==> config.mk <==
export PLATFORM = sky130hd
export DESIGN_NAME = bpa_ctrl
export DESIGN_NICKNAME = d
export VERILOG_FILES = /design/src/hdl/bpa_pkg.sv /design/src/hdl/bpa_ctrl.sv
export SDC_FILE = /design/constraint.sdc
export NUM_CORES = 1
export LEC_CHECK = 0
export ABC_AREA = 1
export BUFFER_PORTS_ARGS = -buffer_cell sky130_fd_sc_hd__buf_4
export CAP_MARGIN = 20
export CELL_PAD_IN_SITES_DETAIL_PLACEMENT = 2
export CELL_PAD_IN_SITES_GLOBAL_PLACEMENT = 2
export CORE_ASPECT_RATIO = 1.1
export CORE_UTILIZATION = 19
export CTS_BUF_LIST = sky130_fd_sc_hd__clkbuf_16
export DETAILED_ROUTE_END_ITERATION = 16
export HOLD_SLACK_MARGIN = 0.08
export PLACE_DENSITY_LB_ADDON = 0.1
export SYNTH_ARGS = -nofsm -noshare
export SYNTH_HDL_FRONTEND = slang
export SYNTH_SLANG_ARGS = --single-unit
==> constraint.sdc <==
create_clock -name i_clk -period 1.1 [get_ports i_clk]
set_input_delay 0.275 -clock i_clk [delete_from_list [all_inputs] [get_ports i_clk]]
set_output_delay 0.275 -clock i_clk [all_outputs]
set_load 0.02 [all_outputs]
==> src/hdl/bpa_pkg.sv <==
// Shared constants, types and codes of the buddy page allocator.
`default_nettype none
package bpa_pkg;

    localparam int FRAME_TOTAL = 1024;
    localparam int TOP_ORDER   = 6;
    localparam int PAGE_BYTES  = 4096;

    localparam int IDX_W      = $clog2(FRAME_TOTAL);
    localparam int LNK_W      = IDX_W + 1;
    localparam int ORD_W      = 3;
    localparam int HEADS      = 1 << ORD_W;
    localparam int PAGE_SHIFT = $clog2(PAGE_BYTES);
    localparam int PAGES_W    = 33 - PAGE_SHIFT;
    localparam int BLK_FRAMES = 1 << TOP_ORDER;

    localparam logic [LNK_W-1:0] LINK_NULL = LNK_W'(FRAME_TOTAL);
    localparam logic [LNK_W-1:0] HEAD_INIT = LNK_W'(FRAME_TOTAL - BLK_FRAMES);

    typedef enum logic [1:0] {
        FS_PART  = 2'd0,
        FS_ALLOC = 2'd1,
        FS_FREE  = 2'd2
    } t_fstat;

    typedef enum logic [2:0] {
        RS_OK       = 3'd0,
        RS_SIZE     = 3'd1,
        RS_NOFREE   = 3'd2,
        RS_NOTALLOC = 3'd3,
        RS_RANGE    = 3'd4
    } t_rstat;

    typedef enum logic [3:0] {
        S_CLEAR, S_IDLE, S_A_FIND, S_A_UNLINK, S_A_SPLIT, S_A_SPLIT2,
        S_F_CHK, S_F_CHK2, S_F_PUSH2, S_M_RD, S_M_CHK, S_M_RDB,
        S_M_UNB, S_M_PUSH, S_M_PUSH2, S_DONE
    } t_state;

    typedef enum logic [3:0] {
        OP_NONE, OP_CLEAR, OP_LOAD, OP_A_FIND, OP_A_UNLINK, OP_A_SPLIT,
        OP_A_SPLIT2, OP_F_CHK, OP_F_CHK2, OP_F_PUSH2, OP_M_RD, OP_M_CHK,
        OP_M_RDB, OP_M_UNB, OP_M_PUSH, OP_M_PUSH2
    } t_op;

    typedef struct packed {
        logic clr_last;
        logic a_fail;
        logic at_want;
        logic range_err;
        logic not_alloc;
        logic at_top;
        logic merge_ok;
    } t_stat;

endpackage
`default_nettype wire

==> src/hdl/bpa_ctrl.sv <==
// Sequencer that steps the allocator datapath through each item.
`default_nettype none
module bpa_ctrl (
    input  wire logic          i_clk,
    input  wire logic          i_rst_n,
    input  wire logic          i_start,
    input  wire logic          i_operation,
    input  wire bpa_pkg::t_stat i_stat,
    output bpa_pkg::t_op       o_op,
    output logic               o_busy,
    output logic               o_done
);

    bpa_pkg::t_state r_state;
    bpa_pkg::t_state n_state;

    always_ff @(posedge i_clk) begin
        if (!i_rst_n) begin
            r_state <= bpa_pkg::S_CLEAR;
        end else begin
            r_state <= n_state;
        end
    end

    always_comb begin
        n_state = r_state;
        unique case (r_state)
            bpa_pkg::S_CLEAR: begin
                if (i_stat.clr_last) n_state = bpa_pkg::S_IDLE;
            end
            bpa_pkg::S_IDLE, bpa_pkg::S_DONE: begin
                if (i_start) begin
                    n_state = i_operation ? bpa_pkg::S_F_CHK : bpa_pkg::S_A_FIND;
                end else begin
                    n_state = bpa_pkg::S_IDLE;
                end
            end
            bpa_pkg::S_A_FIND: begin
                n_state = i_stat.a_fail ? bpa_pkg::S_DONE : bpa_pkg::S_A_UNLINK;
            end
            bpa_pkg::S_A_UNLINK: n_state = bpa_pkg::S_A_SPLIT;
            bpa_pkg::S_A_SPLIT: begin
                n_state = i_stat.at_want ? bpa_pkg::S_DONE : bpa_pkg::S_A_SPLIT2;
            end
            bpa_pkg::S_A_SPLIT2: n_state = bpa_pkg::S_A_SPLIT;
            bpa_pkg::S_F_CHK: begin
                n_state = i_stat.range_err ? bpa_pkg::S_DONE : bpa_pkg::S_F_CHK2;
            end
            bpa_pkg::S_F_CHK2: begin
                n_state = i_stat.not_alloc ? bpa_pkg::S_DONE : bpa_pkg::S_F_PUSH2;
            end
            bpa_pkg::S_F_PUSH2: n_state = bpa_pkg::S_M_RD;
            bpa_pkg::S_M_RD: begin
                n_state = i_stat.at_top ? bpa_pkg::S_DONE : bpa_pkg::S_M_CHK;
            end
            bpa_pkg::S_M_CHK: begin
                n_state = i_stat.merge_ok ? bpa_pkg::S_M_RDB : bpa_pkg::S_DONE;
            end
            bpa_pkg::S_M_RDB:   n_state = bpa_pkg::S_M_UNB;
            bpa_pkg::S_M_UNB:   n_state = bpa_pkg::S_M_PUSH;
            bpa_pkg::S_M_PUSH:  n_state = bpa_pkg::S_M_PUSH2;
            bpa_pkg::S_M_PUSH2: n_state = bpa_pkg::S_M_RD;
            default:            n_state = bpa_pkg::S_IDLE;
        endcase
    end

    always_comb begin
        o_op   = bpa_pkg::OP_NONE;
        o_busy = 1'b1;
        o_done = 1'b0;
        unique case (r_state)
            bpa_pkg::S_CLEAR:    o_op = bpa_pkg::OP_CLEAR;
            bpa_pkg::S_IDLE: begin
                o_busy = 1'b0;
                o_op   = i_start ? bpa_pkg::OP_LOAD : bpa_pkg::OP_NONE;
            end
            bpa_pkg::S_DONE: begin
                o_busy = 1'b0;
                o_done = 1'b1;
                o_op   = i_start ? bpa_pkg::OP_LOAD : bpa_pkg::OP_NONE;
            end
            bpa_pkg::S_A_FIND:   o_op = bpa_pkg::OP_A_FIND;
            bpa_pkg::S_A_UNLINK: o_op = bpa_pkg::OP_A_UNLINK;
            bpa_pkg::S_A_SPLIT:  o_op = bpa_pkg::OP_A_SPLIT;
            bpa_pkg::S_A_SPLIT2: o_op = bpa_pkg::OP_A_SPLIT2;
            bpa_pkg::S_F_CHK:    o_op = bpa_pkg::OP_F_CHK;
            bpa_pkg::S_F_CHK2:   o_op = bpa_pkg::OP_F_CHK2;
            bpa_pkg::S_F_PUSH2:  o_op = bpa_pkg::OP_F_PUSH2;
            bpa_pkg::S_M_RD:     o_op = bpa_pkg::OP_M_RD;
            bpa_pkg::S_M_CHK:    o_op = bpa_pkg::OP_M_CHK;
            bpa_pkg::S_M_RDB:    o_op = bpa_pkg::OP_M_RDB;
            bpa_pkg::S_M_UNB:    o_op = bpa_pkg::OP_M_UNB;
            bpa_pkg::S_M_PUSH:   o_op = bpa_pkg::OP_M_PUSH;
            bpa_pkg::S_M_PUSH2:  o_op = bpa_pkg::OP_M_PUSH2;
            default:             o_op = bpa_pkg::OP_NONE;
        endcase
    end

endmodule
`default_nettype wire

**After elaboration in Yosys (flattened, before gate mapping)**

Cells that the tools add are included.

- Logic and storage cells: 35
- Register bits after elaboration: 4
- Bits of input ports: 11
- Output and inout bits: 6

- Muxes and demuxes: 14
- Eq/ne operators: 16
- Reductions and logical operators: 4

Operators by type and width:

| kind | number |
|---|---|
| case mux 4 bit (15 select lines) | 1 |
| case mux 4 bit (13 select lines) | 1 |
| == test 4 bit, second input constant | 8 |
| == test 4 x 3 -> 1 bit, second input constant | 4 |
| two-way mux 4 bit | 4 |
| two-way mux 3 bit | 5 |
| == test 4 x 2 -> 1 bit, second input constant | 2 |
| OR reduction 2 bit | 3 |
| == test 4 x 1 -> 1 bit, second input constant | 1 |
| zero test 4 bit | 1 |
| two-way mux 1 bit | 2 |
| two-way mux 2 bit | 1 |
| inequality test 2 bit, second input constant | 1 |

**Depth between registers and ports, before layout**

Gate-level depths: netlist (run 1).

- Depth after elaboration: 3
- Mapped depth: 9
- Mapped depth without buffers: 8

**Worst setup path after synthesis (run 1)**

OpenSTA, ideal clock, no wires.

- Path type: reg2out
- From: reg r_state[1]
- To: out o_op[2]
- Buffers on the path: 0
- Data required time: 825 ps
- Stages on the path, launching flop included: 5
- Path slack: -366 ps
- Arrival: 1,191 ps
- Cell sequence: dfxtp_1 > inv_2 > nor2_4 > inv_1 > o21ai_0

- Word-level cells in the longest chain between the ends: 3
- Elaborated cells between the ends (all ways): 18
- Those cells by class: eq/ne (15); mux (1); reduce/logical (2)

RTL lines:

| what | RTL line | text |
|---|---|---|
| from (decl) | bpa_ctrl.sv:14 | `bpa_pkg::t_state r_state;` |
| from (signal assigned) | bpa_ctrl.sv:19 | `r_state <= bpa_pkg::S_CLEAR;` |
| from (signal assigned) | bpa_ctrl.sv:21 | `r_state <= n_state;` |
| == test 4 bit or == test 4 x 1 -> 1 bit (tied branches) | bpa_ctrl.sv:71 | `unique case (r_state)` |
| OR reduction 2 bit (no line) | n/a |  |
| case mux 4 bit (15 select lines) * | bpa_ctrl.sv:71 |  |
| to (decl) | bpa_ctrl.sv:9 | `output bpa_pkg::t_op o_op,` |

Every way passes the cells marked *; elsewhere a longest branch is shown, timed or not.

**Final worst setup path (run 1)**

- From: reg r_state[0]
- To: out o_op[1]

Same word-level chain as after synthesis.

==> results.cfg, run 1 <==
[run_status]
status = complete, but fails checks
violations = setup timing

[layout]
regArea_um2 = 95.09
area_growth_syn_to_layout_pct = 150.0
max_flop_register = r_state
antenna-diode-count = 0
drive_above_1_share = 0.7833
largest_reg_flops = 4
top_regs = r_state: 4 flops
final_util = 0.5215
fill_cells = 233
final-instance-count-excl-fill = 148
multi_input_area_um2 = 417.9
final_nets = 132

[timing]
fin_crit_sh = 1.385
finalCriticalPeriod_ns = 1.523
holdWs_ns = 0.2814
slew_violations = 0
relSlewSlack = 0.7972
rsz0062_at_grt = true
layout_setup_ws_ns = -0.4230
fin_skew_ns = 0.0005527
fmax_ghz = 0.6566
worst_slew_pin_slew_ns = 0.3010
hold_viol_final = 0
setup_violations = 10

[worst_setup_path]
r2r_slack_ns = -0.40
reg2reg_depth = 11
start_kind = flip-flop
critical_path_class = flip-flop to output pin
cp_max_fo = 4
endpoint = o_op[1]
worst_setup_path_end_kind = output pin
worstPathArrival_ns = 1.25
worstPathRequired_ns = 0.82
r2r_start = r_state[1]
cp-startpoint = r_state[0]
worstReg2RegEnd = r_state[0]

[clock_network]
clk_path_buf_depth = 2
clockRootBuffer = clkbuf_16
cts_buffers = 3
clk_latency_ns = 0.23
path_clk_slew_ns = 0.04
clock_sinks = 4
htreeDepth = 1
cts_tree = done

[yosys]
synth_seq_area_share = 0.1860
synth_area_leader_cell = dfxtp_1
ys_ff_latch = 4
synth-simple-area-share = 0.5581
synthCells = 75
synth_top_area_frac = 0.1860
muxShareOfSynthArea = 0
synth_compound_area_frac = 0.09884
ys_warn_count = 0
synth-xor-area-share = 0
synth_area_per_cell_um2 = 5.739
synth-adder-area-share = 0
synth_top_family_by_area = simple AND/OR/NAND/NOR gates
netlist_area_um2 = 430.4
synth_area_leaders = dfxtp_1 19%, nand2_1 16%, inv_1 8.7%
synth_nets = 86
ys_types = 16

[placement]
dp.cells = 132
place_congestion = 0.7065
portBuffers = 16
hpwl_mm = 1.529

[routing]
drtPass1Iterations = 4
antenna_left = 0
drt_iter0_drc = 5
routed-via-count = 675
viasPerCell = 4.561
routedWlPerCell_um = 20.42
drc = 0
wl_mm = 3.022

[floorplan]
rows = 17
die_x_um = 47.38
ios = 17
dieArea_mm2 = 0.002460
die_y_um = 51.92
coreArea_mm2 = 0.002063
start_util = 0.2086

[global_route]
grt-ovfl-total = 0
grt_max_degree = 8
grt_pass1_wl_mm = 3.981
antenna_found_initial = 0
grt_pass1_vias = 762
grt_usage = 0.2571

[power]
vdd_ir_drop_max_mv = 1.363
power.density_mw_per_mm2 = 3477
power_leakage_uw = 0.0005968
finalPower_uw = 3741

[flow_run]
drv_cap = 0

[min_path]
worstHoldPathType = primary input to flip-flop
layer usage:
| layer | global-route usage | routed length (um) | vias up |
|---|---|---|---|
| met1 | 0.2542 | 1184 | 332 |
| met2 | 0.5023 | 1735 | 16 |
| met4 | 0.1143 | 45 | 0 |
| met3 | 0.02431 | 56 | 5 |
| met5 | 0 | 0 | - |
| li1 | - | - | 322 |
critical path, stage by stage, from the launching register on:
cell and delay, ns:
dfxtp_4 0.39, inv_4 0.05, nor2_4 0.12, nand2_2 0.09, nand2_4 0.10, nand2_4 0.07
nand3_4 0.06, buf_6 0.11
final cells by class:
type	count	area share
timing repair buffer	42	0.3500
multi-input combinational	54	0.3884
sequential	4	0.08837
tap	28	0.03256
clock inverter	1	0.003488
inverter	16	0.06744
clock buffer	3	0.06977
stage by stage:
stage	area, um2	setup TNS, ns	setup WS (ns)
after floorplan	488.0	-0.02132	-0.01587
after global placement	749.5	-0.7450	-0.1440
after detailed placement	749.5	-0.9951	-0.1782
after CTS	999.7	-2.374	-0.3577
after global routing	1076	-3.534	-0.4818
final	1076	-3.104	-0.4230
cell usage after synthesis:
library cell  number
nor2_2             3
o21ai_1            3
inv_2              6
nand4_1            2
o21ai_0            3
nand3_1            7
nand3_2            1
nor3_1             1
nand2_1           18
inv_1             10
nand2_2            5
nor2_4             3
buf_4              1
o211ai_2           1
nor2_1             7
dfxtp_1            4
cell usage in the layout (no fill, tap or decap), types with 4 or more instances in the layout:
| cell | netlist | layout |
|---|---|---|
| buf_4 | 1 | 28 |
| inv_1 | 10 | 7 |
| dfxtp_4 | 0 | 4 |
| nor2_4 | 3 | 5 |
| nand2_4 | 0 | 6 |
| nand3_1 | 7 | 4 |
| buf_6 | 0 | 13 |
| inv_2 | 6 | 6 |
| nand2_2 | 5 | 8 |
| o21ai_2 | 0 | 4 |
| nor2_2 | 3 | 5 |
| nand2_1 | 18 | 9 |
how the worst min path moves through the flow:
stage | startpoint | endpoint | slack, ns | cells after the start
final | i_rst_n | r_state[1] | 0.28 | 3
after detailed placement | i_rst_n | r_state[1] | 0.51 | 3
after CTS | i_rst_n | r_state[1] | 0.28 | 3
after global placement | i_rst_n | r_state[1] | 0.48 | 3
after floorplan | i_rst_n | r_state[1] | 0.37 | 2
after global routing | i_rst_n | r_state[1] | 0.30 | 3
kinds of logic (layout without fill, tap and decap cells):
group,Yosys count,after routing
compound gates,7,7
buf+inv,17,62
flops,4,4
simple gates,47,47
report_power, final:
group,total (uW),switching [uW],internal (uW)
logic,2650,1420,1240
clock network,625,151,474
registers,463,203,261
total,3740,1770,1970
timing repair:
action                                  4_1_cts  5_1_grt
gates resized for setup                      34       13
pin swaps                                     9        8
endpoints found under the setup margin       10       10
buffers inserted                              8        9
hold buffers                                  0        0
(Power assumes the default switching activity.)
==> run 2: changes to the inputs <==
- CORE_MARGIN: unset -> 4
- CORE_UTILIZATION: 19 -> 21
- clock period: 1.1 -> 1.6 ns (I/O delays scaled with it)
==> results.cfg, run 2 (same netlist as run 1, synthesis figures left out) <==
[worst_setup_path]
worstReg2RegEnd = r_state[3]
worst-path-buf-inv = 2
worstPathRequired_ns = 1.20
r2r_start = r_state[1]
cp-startpoint = r_state[0]
worstPathArrival_ns = 1.17
worst_path_most_repeated_cell = nand2_4
max_stage_delay_ns = 0.39
r2r_slack_ns = 0.33
slowest_stage = dfxtp_4
cp_cell_sequence = inv_4 > nor2_4 > nand2_2 > nand2_4 > nand2_4 > nand3_2 > buf_6
critical_path_class = flip-flop to output pin
start_kind = flip-flop
cp_max_fo = 4
worst_setup_path_end_kind = output pin
reg2reg_depth = 7
path_delay_family = flip-flops

[power]
power.density_mw_per_mm2 = 2349
finalPower_uw = 1840
p_comb_frac = 0.621
p_sw_frac = 0.4704
p_switching_uw = 865.5
power_leakage_uw = 0.0004536
p_clk_frac = 0.217
seqPwrFrac = 0.162
vdd_ir_drop_max_mv = 1.017
p_int_uw = 974.5

[min_path]
hold_start = i_rst_n
worstHoldPathType = primary input to flip-flop
whs_endpoint = r_state[1]
min_path_cells = 3

[floorplan]
die_x_um = 51.17
rows = 16
dieArea_mm2 = 0.002839
die_y_um = 55.48
start_util = 0.2312
coreArea_mm2 = 0.001862
ios = 17

[layout]
final_nets = 114
max_flop_register = r_state
drive_above_1_share = 0.5446
area_growth_syn_to_layout_pct = 81.98
antenna-diode-count = 0
largest_reg_flops = 4
top_regs = r_state: 4 flops
final_common_cell = buf_4
final-instance-count-excl-fill = 128
fill_cells = 238
layout_common_cells = 22 x buf_4, 15 x nand2_1, 10 x inv_1

[clock_network]
path_clk_slew_ns = 0.03
htreeDepth = 1
clock_sinks = 4
cts_tree = done
cts_buffers = 3
hold_buffers = 0
clk_path_buf_depth = 2
clk_latency_ns = 0.23
clockRootBuffer = clkbuf_16

[routing]
wl_mm = 1.866
drc = 0
drtPass1Iterations = 2
met1Wirelength_um = 808
dr_wl_met2_um = 959
viasPerCell = 4.398
wl_met3_um = 59
top_layer_used = met4
routedWlPerCell_um = 14.58
drt_iter0_drc = 3
antenna_left = 0
routed-via-count = 563

[placement]
dp.cells = 120
portBuffers = 16
place_congestion = 0.7386
hpwl_mm = 1.324
place_ws_ns = 0.1063

[timing]
slew_violations = 0
hold_viol_final = 0
rsz0062_at_grt = true
fmax_ghz = 0.6372
finalCriticalPeriod_ns = 1.569
fin_crit_sh = 0.9808
fin_skew_ns = 0.002390
relSlewSlack = 0.7532
worst_slew_pin_slew_ns = 0.3688
setup_violations = 0
layout_setup_ws_ns = 0.03068

[run_status]
status = complete, no violations

[global_route]
grt_pass1_wl_mm = 2.870
grt_pass1_vias = 577
grt-ovfl-total = 0
antenna_found_initial = 0
grt_usage = 0.1393
grt_max_degree = 11

[flow_run]
drv_cap = 0
==> run 2: metrics by stage <==
step / util / hold slack, ns / instance area (um2) / setup TNS [ns]
2_1_floorplan: - / 0.4976 / 430.4 / 0
3_3_place_gp: 0.3219 / 0.6302 / 599.3 / 0
3_5_place_dp: 0.3219 / 0.6392 / 599.3 / 0
4_1_cts: 0.3871 / 0.4064 / 720.7 / -0.0003231
5_1_grt: 0.4207 / 0.4175 / 783.3 / -0.02399
6_report: 0.4207 / 0.3982 / 783.3 / 0
==> run 2: worst min-delay path: stages <==
cell and delay, ns:
buf_4 0.09, nand2_1 0.05, inv_1 0.06
==> run 2: cell type report <==
class                           count  area (um2)  area share
Timing Repair Buffer               24       187.7      0.2396
Clock buffer                        3       75.07     0.09585
Inverter                           16       67.56     0.08626
Tap cell                           27       33.78     0.04313
Sequential cell                     4       95.09      0.1214
Multi-Input combinational cell     54       324.1      0.4137
==> run 2: layer usage <==
layer,GRT usage,up-vias
li1,-,285
met1,0.1656,263
met4,0.08077,0
met2,0.2265,10
met5,0,-
met3,0.02688,5
==> run 2: how the worst max path moves through the flow <==
stage	slack (ns)	end	cells after the start
after global routing	-0.02	o_op[1]	7
after CTS	-0.0003	o_op[1]	4
after detailed placement	0.11	o_op[1]	7
after floorplan	0.009	o_op[2]	4
after global placement	0.13	o_op[1]	7
final	0.03	o_op[1]	7
==> run 2: power groups by stage <==
stage | combinational [uW] | clock, uW | sequential, uW
after detailed placement | 939 | 0 | 228
after floorplan | 622 | 0 | 205
final | 1140 | 399 | 299
after global routing | 1240 | 406 | 311
after CTS | 1030 | 400 | 272
after global placement | 925 | 0 | 224
==> run 2: timing repair <==
| item | CTS | global route |
|---|---|---|
| buffers inserted | 3 | 3 |
| gates resized for setup | 13 | 12 |
| endpoints found under the hold margin | 0 | 0 |
| setup endpoints to repair | 4 | 4 |
| pin swaps | 3 | 5 |
